$ cat src/rtl/rpc_pkg.sv
// rpc_pkg: shared widths, register map, config and sideband types for the radar
// point rotate/clamp pipeline. No dependencies.
package rpc_pkg;

   localparam int COORD_W   = 16;   // input and config words (Q12.4 positions)
   localparam int OUT_W     = 17;   // saturated screen coordinates
   localparam int OFS_W     = 27;   // rotated offset, signed
   localparam int MAG_W     = 26;   // |offset| and floor(sqrt(d2))
   localparam int SQ_W      = 52;   // dx^2 + dz^2
   localparam int SQRT_STEPS = 26;  // one root bit per stage
   localparam int Q_W       = 16;   // quotient never exceeds max_radius
   localparam int NUM_W     = 43;   // |c| * radius + d/2
   localparam int ADDR_W    = 5;
   localparam int DATA_W    = 32;

   localparam logic signed [OUT_W:0]   OUT_HI = 18'sd65535;
   localparam logic signed [OUT_W:0]   OUT_LO = -18'sd65536;

   typedef enum logic [2:0] {
      REG_VIEWER_X   = 3'd0,
      REG_VIEWER_Z   = 3'd1,
      REG_HEADING_COS = 3'd2,
      REG_HEADING_SIN = 3'd3,
      REG_PIXELS_PER_UNIT = 3'd4,
      REG_MAX_RADIUS = 3'd5,
      REG_CENTER_X   = 3'd6,
      REG_CENTER_Y   = 3'd7
   } reg_index_type;

   typedef struct packed {
      logic [COORD_W-1:0] viewer_x;
      logic [COORD_W-1:0] viewer_z;
      logic [COORD_W-1:0] heading_cos;
      logic [COORD_W-1:0] heading_sin;
      logic [COORD_W-1:0] pixels_per_unit;
      logic [COORD_W-1:0] max_radius;
      logic [COORD_W-1:0] center_x;
      logic [COORD_W-1:0] center_y;
   } cfg_type;

   // sideband that rides alongside the root and divide stages
   typedef struct packed {
      logic [OFS_W-1:0] dx;
      logic [OFS_W-1:0] dz;
      logic             clamp;
   } tag_type;

   function automatic logic [OUT_W-1:0] sat_out(input logic signed [OUT_W+10:0] v);
      logic [OUT_W-1:0] r;
      if (v > (OUT_W+11)'(OUT_HI)) begin
         r = OUT_HI[OUT_W-1:0];
      end else if (v < (OUT_W+11)'(OUT_LO)) begin
         r = OUT_LO[OUT_W-1:0];
      end else begin
         r = v[OUT_W-1:0];
      end
      return r;
   endfunction

endpackage

$ cat src/rtl/rpc_sqrt.sv
// rpc_sqrt: pipelined integer square root, one result bit per stage.
// Depends on rpc_pkg.
module rpc_sqrt import rpc_pkg::*; (
   input  logic             clock,
   input  logic             reset,
   input  logic             en,
   input  logic             in_valid,
   input  logic [SQ_W-1:0]  in_d2,
   input  tag_type          in_tag,
   output logic             out_valid,
   output logic [MAG_W-1:0] out_root,
   output tag_type          out_tag
);

   logic [SQ_W:0]   n_ff   [SQRT_STEPS];
   logic [SQ_W:0]   res_ff [SQRT_STEPS];
   tag_type         tag_ff [SQRT_STEPS];
   logic            vld_ff [SQRT_STEPS];

   for (genvar k = 0; k < SQRT_STEPS; k++) begin : g_step
      localparam logic [SQ_W:0] BIT = (SQ_W+1)'(1) << (2 * (SQRT_STEPS - 1 - k));
      logic [SQ_W:0] n_cur, res_cur, n_in, res_in;
      tag_type       tag_cur;
      logic          vld_cur;

      if (k == 0) begin : g_first
         assign n_cur   = {1'b0, in_d2};
         assign res_cur = '0;
         assign tag_cur = in_tag;
         assign vld_cur = in_valid;
      end else begin : g_next
         assign n_cur   = n_ff[k-1];
         assign res_cur = res_ff[k-1];
         assign tag_cur = tag_ff[k-1];
         assign vld_cur = vld_ff[k-1];
      end

      always_comb begin
         if (n_cur >= res_cur + BIT) begin
            n_in   = n_cur - (res_cur + BIT);
            res_in = (res_cur >> 1) + BIT;
         end else begin
            n_in   = n_cur;
            res_in = res_cur >> 1;
         end
      end

      always_ff @(posedge clock) begin
         if (reset) begin
            vld_ff[k] <= 1'b0;
         end else if (en) begin
            vld_ff[k] <= vld_cur;
         end
      end

      always_ff @(posedge clock) begin
         if (en) begin
            n_ff[k]   <= n_in;
            res_ff[k] <= res_in;
            tag_ff[k] <= tag_cur;
         end
      end
   end

   assign out_valid = vld_ff[SQRT_STEPS-1];
   assign out_root  = res_ff[SQRT_STEPS-1][MAG_W-1:0];
   assign out_tag   = tag_ff[SQRT_STEPS-1];

endmodule

$ cat config.mk
export PLATFORM = sky130hd
export DESIGN_NAME = rpc_sqrt
export DESIGN_NICKNAME = d
export VERILOG_FILES = /design/src/rtl/rpc_pkg.sv /design/src/rtl/rpc_sqrt.sv
export SDC_FILE = /design/constraint.sdc
export NUM_CORES = 2
export LEC_CHECK = 0
export ABC_AREA = 1
export BUFFER_PORTS_ARGS = -buffer_cell sky130_fd_sc_hd__buf_2
export CAP_MARGIN = 20
export CORE_ASPECT_RATIO = 1.4
export CORE_UTILIZATION = 39
export DETAILED_ROUTE_END_ITERATION = 8
export PLACE_DENSITY = 0.56
export SYNTH_ARGS = -nofsm -noshare
export SYNTH_HDL_FRONTEND = slang
export SYNTH_MEMORY_MAX_BITS = 65536
export SYNTH_SLANG_ARGS = --single-unit
$ cat constraint.sdc
create_clock -name clock -period 2.5 [get_ports clock]
set_input_delay 0.25 -clock clock [delete_from_list [all_inputs] [get_ports clock]]
set_output_delay 0.25 -clock clock [all_outputs]
set_load 0.02 [all_outputs]
Word-level counts from Yosys, hierarchy flattened
Memories as Yosys holds them, arrays and structs flattened.
Index checks and enable logic that the tools add are counted.
{ "op_classes": {"addsub": 76, "magnitude_cmp": 26, "n_mux": 84, "n_bitwise": 26} }
{ "ops": {"columns": ["cell", "count"], "rows": [
  ["53-bit 2-to-1 mux", 51],
  ["53-bit greater-or-equal comparator", 25],
  ["53-bit subtractor", 25],
  ["52-bit by 1-bit adder with 53-bit output, second input constant", 1],
  ["52-bit by 11-bit adder with 53-bit output, second input constant", 1],
  ["52-bit by 13-bit adder with 53-bit output, second input constant", 1],
  ["52-bit by 15-bit adder with 53-bit output, second input constant", 1],
  ["52-bit by 17-bit adder with 53-bit output, second input constant", 1],
  ["52-bit by 19-bit adder with 53-bit output, second input constant", 1],
  ["52-bit by 21-bit adder with 53-bit output, second input constant", 1],
  ["52-bit by 23-bit adder with 53-bit output, second input constant", 1],
  ["52-bit by 25-bit adder with 53-bit output, second input constant", 1],
  ["52-bit by 27-bit adder with 53-bit output, second input constant", 1],
  ["52-bit by 29-bit adder with 53-bit output, second input constant", 1],
  ["52-bit by 3-bit adder with 53-bit output, second input constant", 1],
  ["52-bit by 31-bit adder with 53-bit output, second input constant", 1],
  ["52-bit by 33-bit adder with 53-bit output, second input constant", 1],
  ["52-bit by 35-bit adder with 53-bit output, second input constant", 1],
  ["52-bit by 37-bit adder with 53-bit output, second input constant", 1],
  ["52-bit by 39-bit adder with 53-bit output, second input constant", 1],
  ["52-bit by 41-bit adder with 53-bit output, second input constant", 1],
  ["52-bit by 43-bit adder with 53-bit output, second input constant", 1],
  ["52-bit by 45-bit adder with 53-bit output, second input constant", 1],
  ["52-bit by 47-bit adder with 53-bit output, second input constant", 1],
  ["34 further kinds", 90]
]} }
{ "word_totals": {"reg_bits": 0, "ram_bits": 4212, "in_bits": 111, "out_inout_bits": 82, "elab_cells": 216, "n_memories": 4} }
{ "memory_table": {"columns": ["name", "words", "word_bits", "read_ports", "rd_clocked_by_memory_dff", "write_ports", "line_no", "rtl"], "rows": [
  ["tag_ff", 26, 55, 26, 0, 26, "rpc_sqrt.sv:17", "tag_type tag_ff [SQRT_STEPS];"],
  ["n_ff", 26, 53, 25, 0, 26, "rpc_sqrt.sv:15", "logic [SQ_W:0] n_ff [SQRT_STEPS];"],
  ["res_ff", 26, 53, 26, 0, 26, "rpc_sqrt.sv:16", "logic [SQ_W:0] res_ff [SQRT_STEPS];"],
  ["vld_ff", 26, 1, 26, 0, 26, "rpc_sqrt.sv:18", "logic vld_ff [SQRT_STEPS];"]
]} }

Depth between registers and ports, before layout
{ "logic_depth": {"word_depth": 4, "depth_mapped": 16, "depth_no_buf": 16} }

Worst setup path after synthesis
Ideal clock, no wire load.
{ "synth_timing": {"kind": "register to register", "start": "memory n_ff[0][305] (netlist name)", "end": "memory n_ff[0][362] (netlist name), data pin", "setup_ns": 0.253, "t_arrival_ns": 1.895, "required_time_ns": 2.247, "slack_ns": 0.352, "stages_incl_launch_ff": 11, "n_path_buf": 1, "synth_period_minus_slack_ns": 2.148, "path_cell_list": "edfxtp_1 > ha_1 > a21oi_1 > nand2_1 > nand3_1 > nand2_1 > a31oi_2 > nand2_2 > buf_4 > nand2_1 > nand2_1"} }
{ "synth_rtl": {"columns": ["item", "line_no"], "rows": [
  ["start: declaration", "rpc_sqrt.sv:15"]
]} }

==> impl_metrics.env <==
export IMPL_status="complete, but fails checks"
export IMPL_violations="negative setup slack"
export IMPL_grt_usage_pct=26.1
export IMPL_design_core_area_sq_um=358000
export IMPL_fp_dieW_um=508
export IMPL_cp_max_fo=8
export IMPL_overflow=0
export IMPL_criticalPathCategory="flop to flop"
export IMPL_cts_buffers=324
export IMPL_start_util_pct=39.1
export IMPL_setup_slack_ns=-0.0521
export IMPL_cts_tree="built"
export IMPL_grt_pass1_vias=105000
export IMPL_netlist_area_sq_um=140000
export IMPL_holdPathEnd="n_ff[0][36]"
export IMPL_htreeDepth=5
export IMPL_cts_root_buf="clkbuf_16"
export IMPL_path_clk_slew_ns=0.06
export IMPL_finalHoldViolCount=0
export IMPL_antenna_left=0
export IMPL_peakVddDrop_uv=659
export IMPL_fin_area_sq_um=188000
export IMPL_synth_edf_count=3132
export IMPL_cap_violations=0
export IMPL_cts_sinks=3132
export IMPL_vias=102000
export IMPL_hold_depth=2
export IMPL_row_count=260
export IMPL_io_pins=193
export IMPL_finalSetupViolCount=52
export IMPL_worst_ep_required_time_ns=3.22
export IMPL_setup_worst_path_end_class="flop"
export IMPL_grt_pass1_wl_um=673000
export IMPL_synth_async_reset_ratio_pct=0
export IMPL_yosys_warnings=0
export IMPL_worstPathArrival_ns=3.27
export IMPL_stdcell_count=21200
export IMPL_die_area_sq_um=361000
export IMPL_fp_dieH_um=711
export IMPL_layout_drive_gt1_share_pct=28.0
export IMPL_rsz0062_at_grt="true"
export IMPL_setup_worst_path_start_class="flop"
export IMPL_postSynthAreaPerCell_sq_um=10.8
export IMPL_dp_cells=20000
export IMPL_dpl_cell_area_sq_um=165000
export IMPL_layout_nets=16700
export IMPL_netlist_instances=13000
export IMPL_cts_buffer_depth=4
export IMPL_fillers=32100
export IMPL_reg2reg_to="n_ff[1][104]"
export IMPL_synth_nets=13500
export IMPL_synth_seq_area_share_pct=67.2
export IMPL_p_per_area_nw_per_um2=823
export IMPL_p_leak_nw=79.0
export IMPL_synthDistinctLibCells=58
export IMPL_fin_crit_sh_pct=102
export IMPL_drt_iter0_drc=5202
export IMPL_viasPerCell=4.80
export IMPL_clock_insertion_delay_worst_skew_ns=0.95
export IMPL_min_delay_start="in_d2[36]"
export IMPL_worstMarginPinSlew_ns=1.01
export IMPL_hold_class="input port to flop"
export IMPL_drt_total_wl_um=483000
export IMPL_port_buffers=192
export IMPL_finalClockSkew_ns=0.0852
export IMPL_drv_slew=0
export IMPL_reg2reg_slack_ns=-0.05
export IMPL_r2r_start="n_ff[1][30]"
export IMPL_place_hpwl_um=381000
export IMPL_max_slew_margin_rel_pct=32.5
export IMPL_reg2regPathDepth=12
export IMPL_drc=0
export IMPL_max_freq_mhz=392
export IMPL_antenna_found_initial=14
export IMPL_syn_to_final_growth_pct=34.1
export IMPL_place_gp_congestion=0.986
export IMPL_grt_max_degree=136
export IMPL_wl_per_cell_um=22.8
export IMPL_first_pass_iters=5
export IMPL_ys_ff_latch=3132
export IMPL_synth_top_flop_cell="edfxtp_1"
export IMPL_finalCriticalPeriod_ns=2.55
-- state kept, by name, summed over array words and instances (netlist names) --
register	flops
tag_ff	1430
res_ff	351
n_ff	1325
vld_ff	26
-- cell families after synthesis --
logic type / Yosys count / share of synthesized area (%)
adders and majority gates: 373 / 3.33
DFF: 3132 / 67.2
other: 1 / 0.00268
xor gates and xnor gates: 342 / 2.14
and+or+nand+nor: 6282 / 18.5
buffers and inverters: 2043 / 5.62
AOI/OAI and AO/OA: 831 / 3.19
-- metal layers --
layer	up-vias	global-route usage [%]	part of all wire (%)	wire length, um
li1	49800	-	-	-
met1	48100	20.3	28	136000
met2	2293	52.3	56	271000
met3	1510	3.02	2.8	13700
met4	6	27.0	13	62400
met5	-	0	0.0093	45
-- critical path, cell delays in order (launching register included) --
cell	delay (ns)
edfxtp_1	0.50
ha_4	0.35
nand2_4	0.08
inv_4	0.08
nand2_8	0.09
nor2_4	0.13
nand3_4	0.17
nor2_4	0.13
a21oi_2	0.07
nand2_2	0.15
clkinv_8	0.17
clkbuf_16	0.22
a21oi_4	0.23
-- metrics by stage --
stage | worst slack, ns | power (mW) | util (%) | setup TNS [ns] | hold WS, ns
global placement | -0.909 | 101 | 46.0 | -131.31 | 0.400
CTS | -0.0559 | 153 | 50.8 | -0.953 | 0.000901
detailed placement | -0.921 | 101 | 46.0 | -121.44 | 0.405
global route | -0.112 | 161 | 52.5 | -11.78 | 0.0456
finish | -0.0521 | 154 | 52.5 | -0.806 | 0.0657
floorplan | 0.352 | 81.2 | - | 0 | 0.349
-- timing repair --
item | CTS | global route
pin swaps | 130 | 269
resized for setup | 703 | 1092
hold buffers | 172 | 0
cloned | 22 | 25
endpoints found under the setup margin | 520 | 554
buffers inserted | 156 | 182
hold endpoints to repair | 231 | 0
-- Yosys cell counts, types with 6 or more instances --
cell | count | area [sq um]
a21oi_1 | 454 | 2270
and3_1 | 6 | 37.5
nor2_1 | 1271 | 4770
o211ai_1 | 10 | 75.1
o21ai_0 | 229 | 1150
or2_2 | 20 | 125
nor3_1 | 127 | 636
buf_2 | 56 | 280
nand2_2 | 11 | 68.8
a21boi_0 | 10 | 75.1
nor4_1 | 79 | 494
buf_6 | 9 | 101
o21bai_1 | 26 | 195
inv_2 | 17 | 63.8
a21o_1 | 16 | 120
inv_1 | 1938 | 7270
nand2_1 | 3746 | 14100
xnor2_1 | 150 | 1310
xor2_1 | 192 | 1680
o21ai_1 | 48 | 240
buf_4 | 16 | 120
nor3_2 | 7 | 70.1
nand4_1 | 222 | 1390
nor2_2 | 30 | 188
nand3b_1 | 60 | 450
nand3_1 | 654 | 3270
ha_1 | 373 | 4670
o21a_1 | 9 | 67.6
nor3b_1 | 9 | 67.6
and2_1 | 21 | 131
edfxtp_1 | 3132 | 94100
a21oi_2 | 13 | 114
-- placed cells by master (no fill, tap or decap), types with 110 or more instances in the layout --
cell,Yosys,routed
buf_2,56,191
ha_4,0,184
nand2_4,2,144
nand2_2,11,355
a21oi_2,13,153
xnor2_1,150,146
inv_2,17,117
nor2_2,30,110
buf_12,0,143
nand2_1,3746,3258
nand4_1,222,222
edfxtp_1,3132,3132
nor2_1,1271,1118
o21ai_0,229,168
a21oi_1,454,279
nand3_1,654,609
xor2_1,192,187
buf_4,16,2281
ha_1,373,181
inv_1,1938,1819
clkbuf_16,0,348
dlygate4sd3_1,0,172
-- power by group --
group / switching, mW / internal [mW] / leakage, nW
clock network: 20.6 / 28.0 / 5.11
logic: 22.0 / 16.5 / 43.6
registers: 3.67 / 63.7 / 30.4
total: 46.3 / 108 / 79.0
-- worst max path at each step --
stage / start / endpoint
after floorplan: n_ff[0][305] / n_ff[0][362]
after global placement: n_ff[1][30] / n_ff[1][104]
after detailed placement: n_ff[1][30] / n_ff[1][104]
after CTS: n_ff[1][189] / n_ff[1][237]
after global routing: res_ff[1][285] / n_ff[1][348]
final: n_ff[1][30] / n_ff[1][104]
-- layout make-up --
type                    count  area [sq um]  share of cell area, %
repair buffers           2920         24700                   13.2
inverters                1957          7460                   3.97
repair inverters            2          20.0                 0.0107
well taps                4716          5900                   3.14
clock inverters           205          2190                   1.16
diodes                     45           113                 0.0600
clock buffers             375          8410                   4.48
multi-input cells        7830         44900                   23.9
flip-flops and latches   3132         94100                   50.1
Power figures use the tool's default switching activity.
